## src/hdl/iwn_pkg.sv

```systemverilog
// Package for the intensity window normalizer.
// Holds sizes, register indexes and the controller state type; no dependencies.
package iwn_pkg;

  localparam int MAX_SAMPLES = 4096;
  localparam int ADDR_W      = $clog2(MAX_SAMPLES);
  localparam int CNT_W       = $clog2(MAX_SAMPLES + 1);

  // Shared serial divider sizes.
  localparam int DIV_W     = 72;
  localparam int DVS_W     = 26;
  localparam int DIV_CNT_W = $clog2(DIV_W);

  localparam int WIN_W     = 25;
  localparam int SQRT_STEPS = 24;

  localparam logic [1:0] REG_MODE       = 2'd0;
  localparam logic [1:0] REG_PARAM_LOW  = 2'd1;
  localparam logic [1:0] REG_PARAM_HIGH = 2'd2;

  localparam logic [1:0] MODE_MIN_MAX = 2'd0;
  localparam logic [1:0] MODE_STD     = 2'd1;

  localparam logic [0:0] CMD_LOAD = 1'b0;
  localparam logic [0:0] CMD_READ = 1'b1;

  typedef enum logic [3:0] {
    ST_IDLE,
    ST_CLOSE,
    ST_MUL_SQ,
    ST_MUL_NLO,
    ST_MUL_NHI,
    ST_DIFF,
    ST_VAR_GO,
    ST_VAR_WAIT,
    ST_SQRT,
    ST_MEAN_GO,
    ST_MEAN_WAIT,
    ST_MUL_LO,
    ST_MUL_HI,
    ST_WINDOW,
    ST_READ,
    ST_SCALE_WAIT
  } state_t;

endpackage

```

## src/hdl/iwn_div.sv

```systemverilog
// Restoring serial divider, one quotient bit per cycle.
// Depends on iwn_pkg for operand widths.
module iwn_div (
  input  logic                      clk,
  input  logic                      rst,
  input  logic                      start,
  input  logic [iwn_pkg::DIV_W-1:0] dividend,
  input  logic [iwn_pkg::DVS_W-1:0] divisor,
  output logic                      done,
  output logic [iwn_pkg::DIV_W-1:0] quotient,
  output logic [iwn_pkg::DVS_W-1:0] remainder
);
  import iwn_pkg::*;

  logic                 active;
  logic [DIV_CNT_W-1:0] cnt;
  logic [DVS_W-1:0]     dvs;
  logic [DVS_W:0]       trial;
  logic                 fits;

  assign trial = {remainder, quotient[DIV_W-1]};
  assign fits  = trial >= {1'b0, dvs};

  always_ff @(posedge clk) begin
    if (rst) begin
      active <= 1'b0;
      done   <= 1'b0;
      cnt    <= '0;
    end else begin
      done <= 1'b0;
      if (start) begin
        active <= 1'b1;
        cnt    <= DIV_CNT_W'(DIV_W - 1);
      end else if (active) begin
        cnt <= cnt - 1'b1;
        if (cnt == '0) begin
          active <= 1'b0;
          done   <= 1'b1;
        end
      end
    end
  end

  always_ff @(posedge clk) begin
    if (start) begin
      quotient  <= dividend;
      remainder <= '0;
      dvs       <= divisor;
    end else if (active) begin
      // The dividend shifts out the top while quotient bits shift in below.
      quotient  <= {quotient[DIV_W-2:0], fits};
      remainder <= fits ? DVS_W'(trial - {1'b0, dvs}) : trial[DVS_W-1:0];
    end
  end

endmodule
```

## config.mk

```make
export PLATFORM = sky130hd
export DESIGN_NAME = iwn_div
export DESIGN_NICKNAME = d
export VERILOG_FILES = /design/src/hdl/iwn_pkg.sv /design/src/hdl/iwn_div.sv
export SDC_FILE = /design/constraint.sdc
export NUM_CORES = 1
export LEC_CHECK = 0
export ABC_CLOCK_PERIOD_IN_PS = 7200
export BUFFER_PORTS_ARGS = -buffer_cell sky130_fd_sc_hd__buf_2
export CORE_UTILIZATION = 57
export CTS_CLUSTER_SIZE = 40
export DETAILED_ROUTE_END_ITERATION = 10
export PLACE_DENSITY = 0.95
export SYNTH_ARGS = -nofsm -noshare
export SYNTH_HDL_FRONTEND = slang
export SYNTH_SLANG_ARGS = --single-unit
```

## constraint.sdc

```tcl
create_clock -name clk -period 7.2 [get_ports clk]
set_input_delay 1.08 -clock clk [delete_from_list [all_inputs] [get_ports clk]]
set_output_delay 1.08 -clock clk [all_outputs]
set_load 0.03 [all_outputs]
```

# Word level (Yosys, flattened, before mapping)
# Cells that the tools add are included.
[word_totals] reg_bits=133 latchBits=0 ram_bits=0 rom_bits=0 input_bits=101 output_inout_bits=99 word_cells=24 memories=0
[op_classes] add_sub_neg=2 multipliers=0 div_mod_pow=0 order_cmp=1 n_eq_ne=0 n_shift=0 mux=9 bitwise_logic=1 n_reduce_logical=4
[op_table] operator="$mux W72" n=2
[op_table] operator="$ge A27 B26 Y1" n=1
[op_table] operator="$mux W26" n=1
[op_table] operator="$sub A26 B26 Y26" n=1
[op_table] operator="$mux W7" n=2
[op_table] operator="$logic_not A7 Y1" n=1
[op_table] operator="$sub A7 B1 Y7 const B" n=1
[op_table] operator="$mux W1" n=4
[op_table] operator="$reduce_or A3 Y1" n=1
[op_table] operator="$reduce_bool A2 Y1" n=1
[op_table] operator="$reduce_or A2 Y1" n=1
[op_table] operator="$not A1 Y1" n=1

# Longest topological paths before layout
# Gate-level depths: netlist of run 1.
[depth] ltp_word=4 ltp_mapped=12 depth_no_buf=11

# Least setup slack after synthesis of run 1
# Ideal clock, no wire load.
[synth_path] path_kind="input -> register" from="in start" to="reg quotient[0] in the netlist's numbering (enable)" setup_ns=0.426 t_arrival_ns=2.929 required_time_ns=6.774 setup_slack_ns=3.846 stages=3 path_buffers=1 cell_sequence="clkbuf_1 > nor2_1 > inv_1"
[synth_via] elab_chain_len=1
[synth_lines] item="start, declared" line_no="iwn_div.sv:6" text="input logic start,"
[synth_lines] item="$reduce_bool A2 Y1 (no line)"
[synth_lines] item="end signal, assigned" line_no="iwn_div.sv:46" text="quotient <= dividend;"
[synth_lines] item="end signal, assigned" line_no="iwn_div.sv:51" text="quotient <= {quotient[DIV_W-2:0], fits};"
[synth_lines] item="end, declared" line_no="iwn_div.sv:10" text="output logic [iwn_pkg::DIV_W-1:0] quotient,"
# Every way passes these cells.
# A chain may end at the register's enable or synchronous reset.

# Worst setup path after layout of run 1
[layout_path] from="reg remainder[15] in the netlist's numbering" to="reg remainder[7] in the netlist's numbering"
[layout_via] elab_chain_len=2
[layout_lines] item="start, declared" line_no="iwn_div.sv:11" text="output logic [iwn_pkg::DVS_W-1:0] remainder"
[layout_lines] item="start signal, assigned" line_no="iwn_div.sv:52" text="remainder <= fits ? DVS_W'(trial - {1'b0, dvs}) : trial[DVS_W-1:0];"
[layout_lines] item="$ge A27 B26 Y1" line_no="iwn_div.sv:22" text="assign fits = trial >= {1'b0, dvs};"
[layout_lines] item="$mux W26" line_no="iwn_div.sv:52"
# Every way passes these cells.

==> summary.md, run 1 <==
| Metric | Value |
|---|---|
| Post-synth EDFFs | `98` |
| N_diodes | `0` |
| Post-synth ARST share | `0` |
| VDD IR max | `0.230 mV` |
| Initial antenna violation count | `1` |
| Design Power | `2.30 mW` |
| Crit. Startpoint | `remainder[15]` |
| Initial DRT Pass Iterations | `5` |
| Via Count | `5871` |
| Slew Limit Headroom | `0.354` |
| Hold Vio Cnt, Final | `0` |
| Resize count post-CTS | `0` |
| Max Clk Rate | `0.303 GHz` |
| ANT nets after route | `0` |
| # clock sinks | `133` |
| Congestion Overflow GR | `0` |
| CP peak stage delay | `0.85 ns` |
| Wire length on met2 | `9570 µm` |
| Largest net degree at the start of global routing | `78` |
| Top Layer Used | `met4` |
| Setup violators final | `0` |
| Top-area cell type share of the netlist area | `0.407` |
| Total track usage | `0.301` |
| Worst R2R Setup Slack | `3.90 ns` |
| Synth Warn # | `0` |
| Die Span Y | `115 µm` |
| CP max FO | `17` |
| Worst EP arrival | `3.61 ns` |
| Critical Path End Type | `register` |
| Vias in the first global route | `5855` |
| Outcome | `completed` |
| Full die area | `13100 µm²` |
| Most common cell in the netlist | `edfxtp_1` |
| Synthesized net count | `756` |
| Routed wl met3 | `1690 µm` |
| Worst slew pin tran | `0.969 ns` |
| Final Max Tran Viols | `0` |
| Yosys cell types | `69` |
| Tcrit/Tclk final | `0.458` |
| HP Class | `reg2reg` |
| Worst EP required | `7.51 ns` |
| Share of cells above drive strength 1 | `0.396` |
| Clock root cell | `clkbuf_16` |
| # Post-CTS Setup Buffers | `0` |
| Num CTS Buffers | `17` |
| CTS tree | `done` |
| Sequential fraction of the synthesis area | `0.504` |
| Area grow syn2layout | `22.2%` |
| Worst Clk Skew | `0.00670 ns` |
| Post-synthesis average cell area | `11.6 µm²` |
| First-pass GRT wire length | `29600 µm` |
| CP Launch Type | `register` |
| H-tree depth | `4` |
| I/O Pins | `200` |
| Synth Cell Area | `7240 µm²` |
| Crit Path Category | `reg2reg` |
| # nets final | `946` |
| RSZ-0062 raised after global routing | `no` |
| Chip width | `115 µm` |
| CTS clk-pin slew, worst paths | `0.06 ns` |
| Starting Density | `0.593` |
| Crit-path cells | `ha_1 -> a21oi_2 -> o21ai_0 -> a221oi_4 -> o31a_2 -> a311oi_4 -> nor2_4 -> a2111oi_1` |
| Main synth FF type | `edfxtp_1` |
| Synth cell count leaders | `edfxtp_1, mux2_2, nor2_1` |
| Max-cap viol count | `0` |
| Setup TNS | `0 ns` |
| Dpl hpwl | `13200 µm` |
| DRC viols | `0` |
| Met1 Routed Length | `7270 µm` |
| Clk Latency, worst-skew pair | `0.43 ns` |
| Post-Route WL | `19000 µm` |
| Syn Inst Count | `626` |
| GP Congestion | `0.940` |
| Cell Pwr Density | `260 nW/µm²` |
| Worst r2r src | `remainder[15]` |
| Average vias per placed instance | `5.89` |
| Worst path slowest cell | `a311oi_4` |
| FILL cells | `893` |
| First DRT Iteration DRCs | `453` |
| Cell Rows | `40` |
| Synth Register Bits | `133` |
| Hold path startpoint | `remainder[13]` |
| Area contributors post-synth | `edfxtp_1, mux2_2, dfxtp_1, ha_1, nor2_1` |
| CTS Hold Bufs | `0` |
| IO Port Bufs | `199` |
| Area leader, netlist | `edfxtp_1` |
| Leak Pwr | `3.82 nW` |
| CORE AREA | `12200 µm²` |
| Fin crit period | `3.30 ns` |
| Clk buf depth | `2` |
| Wire length per cell | `19.1 µm` |
## routing by layer
layer	global-route usage	vias up
met5	0	-
met4	0.118	0
met3	0.0969	38
met2	0.522	300
met1	0.345	2789
li1	-	2744
## metrics by stage
step | setup WS, ns | instances | util | hold WS [ns] | cell area [µm²]
after global routing | 3.69 | 997 | 0.724 | 0.548 | 8840
after floorplan | 3.85 | 626 | - | 0.520 | 7240
after detailed placement | 3.86 | 965 | 0.674 | 0.509 | 8230
after CTS | 3.99 | 997 | 0.724 | 0.516 | 8840
final | 3.90 | 997 | 0.724 | 0.520 | 8840
after global placement | 3.89 | 965 | 0.674 | 0.503 | 8230
## power breakdown
group	switching (mW)	internal, mW
registers	0.0438	0.906
clock network	0.354	0.541
logic	0.291	0.168
## sequential cells by signal, summed over array words and instances, names as in the netlist
| signal | count |
|---|---|
| cnt | 7 |
| done | 1 |
| active | 1 |
| remainder | 26 |
| dvs | 26 |
| quotient | 72 |
## worst paths after layout
path / to / depth (start not counted)
worst max-delay path: remainder[7] / 8
worst min-delay path: remainder[13] / 2
worst max register to register: remainder[7] / 8
worst min register to register: remainder[13] / 2
## cells in the final DEF (no fill, tap or decap), types with 7 or more instances in the layout
| master | n |
|---|---|
| xnor2_1 | 8 |
| a211oi_1 | 10 |
| ha_1 | 28 |
| a21o_1 | 8 |
| mux2_2 | 72 |
| o21a_1 | 7 |
| dfxtp_1 | 35 |
| nand3_1 | 14 |
| a311oi_1 | 11 |
| buf_2 | 198 |
| nor2_1 | 58 |
| o31ai_1 | 9 |
| clkbuf_16 | 19 |
| edfxtp_1 | 98 |
| a21oi_1 | 24 |
| nand2_1 | 36 |
| o21ai_0 | 22 |
| inv_1 | 36 |
| nor3_1 | 16 |
| xor2_1 | 14 |
## logic make-up after synthesis
kind of cell	count (synthesis)	share of synthesized area
fa+ha+maj	29	0.0512
mux	74	0.115
flops	133	0.504
xor+xnor	22	0.0266
simple gates	161	0.107
compound gates	138	0.144
buf+inv	69	0.0529
## final cells by class
| class | instances | area [µm²] | area share |
|---|---|---|---|
| repair buffers | 203 | 1030 | 0.116 |
| multi-input cells | 424 | 3210 | 0.363 |
| inverters | 37 | 139 | 0.0157 |
| clock buffers | 21 | 503 | 0.0569 |
| flip-flops and latches | 133 | 3640 | 0.412 |
| well taps | 168 | 210 | 0.0238 |
| clock inverters | 11 | 109 | 0.0123 |
## critical path, delay by kind of cell, from the launching register on
family,cells,cell delay [ns]
AND/OR/NAND/NOR,1,0.20
AO/OA/AOI/OAI,6,2.16
flip-flops,1,0.35
adder cells (fa/ha/maj),1,0.47
(Power assumes the default switching activity.)
==> run 2, diff against run 1 <==
--- a/config.mk
+++ b/config.mk
@@ -5,12 +5,12 @@
 export SDC_FILE = /design/constraint.sdc
 export NUM_CORES = 1
 export LEC_CHECK = 0
-export ABC_CLOCK_PERIOD_IN_PS = 7200
+export ABC_CLOCK_PERIOD_IN_PS = 3400
 export BUFFER_PORTS_ARGS = -buffer_cell sky130_fd_sc_hd__buf_2
-export CORE_UTILIZATION = 57
+export CORE_UTILIZATION = 53
 export CTS_CLUSTER_SIZE = 40
 export DETAILED_ROUTE_END_ITERATION = 10
-export PLACE_DENSITY = 0.95
+export PLACE_DENSITY = 0.91
 export SYNTH_ARGS = -nofsm -noshare
 export SYNTH_HDL_FRONTEND = slang
 export SYNTH_SLANG_ARGS = --single-unit
==> constraint.sdc (replaced) <==
create_clock -name clk -period 3.4 [get_ports clk]
set_input_delay 0.51 -clock clk [delete_from_list [all_inputs] [get_ports clk]]
set_output_delay 0.51 -clock clk [all_outputs]
set_load 0.03 [all_outputs]
==> summary.md, run 2 (same netlist as run 1, synthesis figures left out) <==
| Metric | Value |
|---|---|
| Outcome | `completed (unchanged)` |
| Worst Clk Skew | `0.00956 ns (was 0.00670 ns)` |
| Area grow syn2layout | `23.6% (was 22.2%)` |
| Full die area | `14100 µm² (was 13100 µm²)` |
| Dpl hpwl | `13100 µm (was 13200 µm)` |
| VDD IR max | `0.342 mV (was 0.230 mV)` |
| First-pass GRT wire length | `28900 µm (was 29600 µm)` |
| Most frequent cells in the layout | `buf_2, edfxtp_1, mux2_2, nor2_1 (unchanged)` |
| Num CTS Buffers | `17 (unchanged)` |
| Worst EP arrival | `3.23 ns (was 3.61 ns)` |
| Leak Pwr | `3.86 nW (was 3.82 nW)` |
| Fin crit period | `2.92 ns (was 3.30 ns)` |
| Cell Rows | `42 (was 40)` |
| Clk Latency, worst-skew pair | `0.43 ns (about the same)` |
| IO Port Bufs | `199 (unchanged)` |
| Initial antenna violation count | `1 (unchanged)` |
| Crit Path Category | `reg2reg (unchanged)` |
| RSZ-0062 raised after global routing | `no (unchanged)` |
| DRC viols | `0 (unchanged)` |
| Regs by FF count | `quotient (72), dvs (26), remainder (26) (unchanged)` |
| CTS clk-pin slew, worst paths | `0.06 ns (about the same)` |
| Final Max Tran Viols | `0 (unchanged)` |
| Finished Cell Area | `8940 µm² (was 8840 µm²)` |
| Die Span Y | `119 µm (was 115 µm)` |
| Total track usage | `0.267 (was 0.301)` |
| HP Class | `in2reg (was reg2reg)` |
| Setup TNS | `0 ns (unchanged)` |
| CTS tree | `done (unchanged)` |
| Via Count | `5814 (was 5871)` |
| Post-route insts no fill | `1011 (was 997)` |
| Average vias per placed instance | `5.75 (was 5.89)` |
| Vias in the first global route | `5749 (was 5855)` |
| Initial DRT Pass Iterations | `4 (was 5)` |
| Chip width | `119 µm (was 115 µm)` |
| CORE AREA | `13300 µm² (was 12200 µm²)` |
| Starting Density | `0.544 (was 0.593)` |
| Resize count post-CTS | `0 (unchanged)` |
| Max FFs per register | `72 (unchanged)` |
| Placed Cells | `978 (was 965)` |
| Post-Route WL | `18400 µm (was 19000 µm)` |
| CP max FO | `25 (was 17)` |
| Congestion Overflow GR | `0 (unchanged)` |
| GP Congestion | `0.968 (was 0.940)` |
| Wire length per cell | `18.2 µm (was 19.1 µm)` |
| Share of cells above drive strength 1 | `0.397 (was 0.396)` |
| # Post-CTS Setup Buffers | `0 (unchanged)` |
| Critical Path End Type | `register (unchanged)` |
| Most common cell after layout, fill and taps aside | `buf_2 (unchanged)` |
| Max Clk Rate | `0.343 GHz (was 0.303 GHz)` |
| ANT nets after route | `0 (unchanged)` |
| Setup violators final | `0 (unchanged)` |
| FILL cells | `985 (was 893)` |
| Largest net degree at the start of global routing | `102 (was 78)` |
| Clk buf depth | `2 (unchanged)` |
| WHS | `0.255 ns (was 0.520 ns)` |
| H-tree depth | `4 (unchanged)` |
| Tcrit/Tclk final | `0.858 (was 0.458)` |
| DP Area | `8320 µm² (was 8230 µm²)` |
| # nets final | `951 (was 946)` |
| Cell Pwr Density | `553 nW/µm² (was 260 nW/µm²)` |
| Worst EP required | `3.71 ns (was 7.51 ns)` |
| # clock sinks | `133 (unchanged)` |
| Slew Limit Headroom | `0.579 (was 0.354)` |
| CP Launch Type | `register (unchanged)` |
| Clock root cell | `clkbuf_16 (unchanged)` |
| Reg with most FFs | `quotient (unchanged)` |
| Hold Vio Cnt, Final | `0 (unchanged)` |
| First DRT Iteration DRCs | `330 (was 453)` |
| Max-cap viol count | `0 (unchanged)` |
| CTS Hold Bufs | `0 (unchanged)` |
| Worst slew pin tran | `0.629 ns (was 0.969 ns)` |
| I/O Pins | `200 (unchanged)` |
-- run 2: layout make-up --
| class | count | area, µm² | share of cell area |
|---|---|---|---|
| antenna | 1 | 2.50 | 0.000280 |
| clock buffer | 17 | 425 | 0.0476 |
| clock inverter | 15 | 198 | 0.0221 |
| inverter | 37 | 139 | 0.0155 |
| multi-input combinational | 424 | 3210 | 0.359 |
| sequential | 133 | 3640 | 0.407 |
| tap | 176 | 220 | 0.0246 |
| timing repair buffer | 208 | 1100 | 0.123 |
-- run 2: critical path, cell delays in order, from the launching register on --
cell and delay [ns]:
edfxtp_1 0.33, inv_1 0.05, ha_1 0.37, a21o_1 0.21, a21o_2 0.23, a221oi_4 0.37, o31a_2 0.25, a311o_2 0.48
nand3_1 0.17, a311oi_1 0.34
-- run 2: final timing paths --
path	startpoint	end	slack, ns	cells past startpoint
worst max-delay path	dvs[20]	remainder[10]	0.48	9
worst max register to register	dvs[20]	remainder[10]	0.48	9
worst min-delay path	divisor[22]	dvs[22]	0.26	1
worst min register to register	remainder[23]	remainder[23]	0.52	2
-- run 2: stage by stage --
step                setup WS [ns]   util  power (mW)
CTS                         0.496  0.672        4.97
floorplan                   0.516      -        2.72
finish                      0.484  0.673        4.95
global route                0.269  0.672        5.14
global placement            0.590  0.625        2.98
detailed placement          0.510  0.625        3.01
-- run 2: report_power, final --
part / switching (mW) / internal (mW)
registers: 0.0865 / 1.92
logic: 0.622 / 0.364
clock network: 0.726 / 1.23
-- run 2: per-layer routing --
metal / up-vias / track usage / share of wire
met5: - / 0 / 0
met4: 0 / 0.118 / 0.024
met3: 34 / 0.0795 / 0.085
met2: 273 / 0.459 / 0.50
met1: 2759 / 0.306 / 0.39
li1: 2748 / - / -
==> run 3, diff against run 2 <==
--- a/config.mk
+++ b/config.mk
@@ -5,12 +5,12 @@
 export SDC_FILE = /design/constraint.sdc
 export NUM_CORES = 1
 export LEC_CHECK = 0
-export ABC_CLOCK_PERIOD_IN_PS = 3400
+export ABC_CLOCK_PERIOD_IN_PS = 2600
 export BUFFER_PORTS_ARGS = -buffer_cell sky130_fd_sc_hd__buf_2
-export CORE_UTILIZATION = 53
+export CORE_UTILIZATION = 48
 export CTS_CLUSTER_SIZE = 40
 export DETAILED_ROUTE_END_ITERATION = 10
-export PLACE_DENSITY = 0.91
+export PLACE_DENSITY = 0.87
 export SYNTH_ARGS = -nofsm -noshare
 export SYNTH_HDL_FRONTEND = slang
 export SYNTH_SLANG_ARGS = --single-unit
==> constraint.sdc (replaced) <==
create_clock -name clk -period 2.6 [get_ports clk]
set_input_delay 0.39 -clock clk [delete_from_list [all_inputs] [get_ports clk]]
set_output_delay 0.39 -clock clk [all_outputs]
set_load 0.1 [all_outputs]
==> summary.md, run 3 (same netlist as run 1, synthesis figures left out) <==
| Metric | Value |
|---|---|
| Setup violators final | `5 (was 0)` |
| # clock sinks | `133 (unchanged)` |
| Worst Clk Skew | `0.00849 ns (was 0.00956 ns)` |
| Met1 Routed Length | `7670 µm (was 7210 µm)` |
| Worst slew pin tran | `0.755 ns (was 0.629 ns)` |
| FILL cells | `1125 (was 985)` |
| Worst r2r src | `quotient[71] (was dvs[20])` |
| Vias in the first global route | `6144 (was 5749)` |
| First-pass GRT wire length | `31400 µm (was 28900 µm)` |
| Largest net degree at the start of global routing | `67 (was 102)` |
| Util after Layout | `0.656 (was 0.673)` |
| Chip width | `125 µm (was 119 µm)` |
| VDD IR max | `0.653 mV (was 0.342 mV)` |
| Crit Path Category | `reg2reg (unchanged)` |
| First DRT Iteration DRCs | `469 (was 330)` |
| I/O Pins | `200 (unchanged)` |
| Full die area | `15600 µm² (was 14100 µm²)` |
| Reg with most FFs | `quotient (unchanged)` |
| IO Port Bufs | `199 (unchanged)` |
| HP Class | `in2reg (unchanged)` |
| Initial antenna violation count | `4 (was 1)` |
| Tcrit/Tclk final | `1.04 (was 0.858)` |
| Hold path startpoint | `divisor[22] (unchanged)` |
| Hold EP | `dvs[22] (unchanged)` |
| WHS | `0.135 ns (was 0.255 ns)` |
| Congestion Overflow GR | `0 (unchanged)` |
| # nets final | `1004 (was 951)` |
| CORE AREA | `14600 µm² (was 13300 µm²)` |
| RR Endpoint | `remainder[24] (was remainder[10])` |
| Routed wl met3 | `1650 µm (was 1560 µm)` |
| Initial DRT Pass Iterations | `8 (was 4)` |
| Starting Density | `0.494 (was 0.544)` |
| Post-Route WL | `20300 µm (was 18400 µm)` |
| Die Span Y | `125 µm (was 119 µm)` |
| GP Congestion | `0.936 (was 0.968)` |
| H-tree depth | `4 (unchanged)` |
| Total track usage | `0.264 (was 0.267)` |
| CTS clk-pin slew, worst paths | `0.06 ns (about the same)` |
| Cell Rows | `44 (was 42)` |
| Critical Path End Type | `register (unchanged)` |
| Share of cells above drive strength 1 | `0.489 (was 0.397)` |
| Worst EP required | `2.90 ns (was 3.71 ns)` |
| Most frequent cells in the layout | `buf_2, edfxtp_1, mux2_2, nor2_1, buf_4 (was buf_2, edfxtp_1, mux2_2, nor2_1)` |
| CTS tree | `done (unchanged)` |
| Wire length on met2 | `10200 µm (was 9190 µm)` |
| Max-cap viol count | `0 (unchanged)` |
| Slew Limit Headroom | `0.495 (was 0.579)` |
| Hold path cells | `1 (unchanged)` |
| Cell Pwr Density | `763 nW/µm² (was 553 nW/µm²)` |
| Average vias per placed instance | `5.67 (was 5.75)` |
| Outcome | `complete, but fails checks (was completed)` |
| Leak Pwr | `4.13 nW (was 3.86 nW)` |
| Setup TNS | `-0.238 ns (was 0 ns)` |
| Failing checks | `design-rule violations, negative setup slack` |
| Worst EP arrival | `3.01 ns (was 3.23 ns)` |
| Wire length per cell | `18.9 µm (was 18.2 µm)` |
| Most common cell after layout, fill and taps aside | `buf_2 (unchanged)` |
| CP Launch Type | `register (unchanged)` |
| Num CTS Buffers | `17 (unchanged)` |
| Regs by FF count | `quotient (72), dvs (26), remainder (26) (unchanged)` |
| Fin crit period | `2.72 ns (was 2.92 ns)` |
| ANT nets after route | `0 (unchanged)` |
| Clock root cell | `clkbuf_16 (unchanged)` |
| Via Count | `6082 (was 5814)` |
| Setup slack after layout | `-0.116 ns (was 0.484 ns)` |
| Worst R2R Setup Slack | `-0.12 ns (was 0.48 ns)` |
| R2R depth | `13 (was 9)` |
| CP max FO | `3 (was 25)` |
| Clk Latency, worst-skew pair | `0.43 ns (about the same)` |
| Hold Vio Cnt, Final | `0 (unchanged)` |
| Final Max Tran Viols | `0 (unchanged)` |
| Top Layer Used | `met5 (was met4)` |
| Area grow syn2layout | `32.8% (was 23.6%)` |
| DRC viols | `10 (was 0)` |
| Max Clk Rate | `0.368 GHz (was 0.343 GHz)` |
| RSZ-0062 raised after global routing | `yes (was no)` |
| Max FFs per register | `72 (unchanged)` |
| Clk buf depth | `2 (unchanged)` |
| DP Worst Slack | `-0.0343 ns (was 0.510 ns)` |
| Dpl hpwl | `14600 µm (was 13100 µm)` |
[run 3: changes by cell type in the layout (fill, tap and decap cells not counted), moves of 3 or more]
cell      before  now
ha_4           0    3
inv_8          0    4
a211oi_1      10    7
inv_1         36   33
dfxtp_2        0   17
buf_6          0    6
ha_1          28   23
buf_4          7   52
dfxtp_1       35   18
a211oi_2       0    3
[run 3: repair_timing]
| item | in CTS | in global routing |
|---|---|---|
| pin swaps | 7 | 17 |
| hold buffers | 0 | 0 |
| buffers inserted | 1 | 7 |
| gates resized for setup | 5 | 31 |
| setup endpoints to repair | 10 | 26 |
[run 3: stage by stage]
stage                     instance area, µm²  std cells  total power, mW
after floorplan                         7310        626             4.33
final                                   9610       1072             7.34
after global placement                  8760       1031             4.74
after detailed placement                8760       1031             4.78
after CTS                               9390       1064             7.28
after global routing                    9610       1072             7.58
[run 3: layout make-up]
cell class	instances	area (µm²)	area share
clock inverter	15	181	0.0189
tap	184	230	0.0240
inverter	37	143	0.0148
multi-input combinational	424	3410	0.355
timing repair buffer	261	1550	0.161
clock buffer	17	425	0.0443
antenna	1	2.50	0.000260
sequential	133	3660	0.381
[run 3: power by group]
part	internal [mW]	total (mW)	switching, mW
sequential	2.51	2.62	0.112
combinational	0.573	2.21	1.64
clock	1.46	2.50	1.05
total	4.54	7.34	2.79
[run 3: worst max path at each step]
| stage | cells after the start | from | end | slack [ns] |
|---|---|---|---|---|
| final | 13 | quotient[71] | remainder[24] | -0.12 |
| after global routing | 13 | quotient[71] | remainder[8] | -0.22 |
| after CTS | 11 | quotient[71] | remainder[16] | -0.02 |
| after detailed placement | 12 | quotient[71] | remainder[24] | -0.03 |
| after global placement | 11 | quotient[71] | remainder[16] | 0.03 |
| after floorplan | 11 | quotient[71] | remainder[16] | -0.45 |
[run 3: critical path, cell delays in order, from the launching register on]
cell	delay (ns)
edfxtp_1	0.41
inv_2	0.10
ha_4	0.13
inv_2	0.03
fa_2	0.34
a21o_1	0.20
a221o_1	0.35
buf_4	0.16
buf_6	0.12
a31oi_4	0.20
nor2_2	0.07
nor3_2	0.18
xor2_1	0.21
o31ai_1	0.09
[run 3: per-layer routing]
metal / GRT usage / up-vias
met5: 0 / -
met4: 0.114 / 6
met3: 0.0820 / 64
met2: 0.461 / 296
met1: 0.296 / 2852
li1: - / 2864
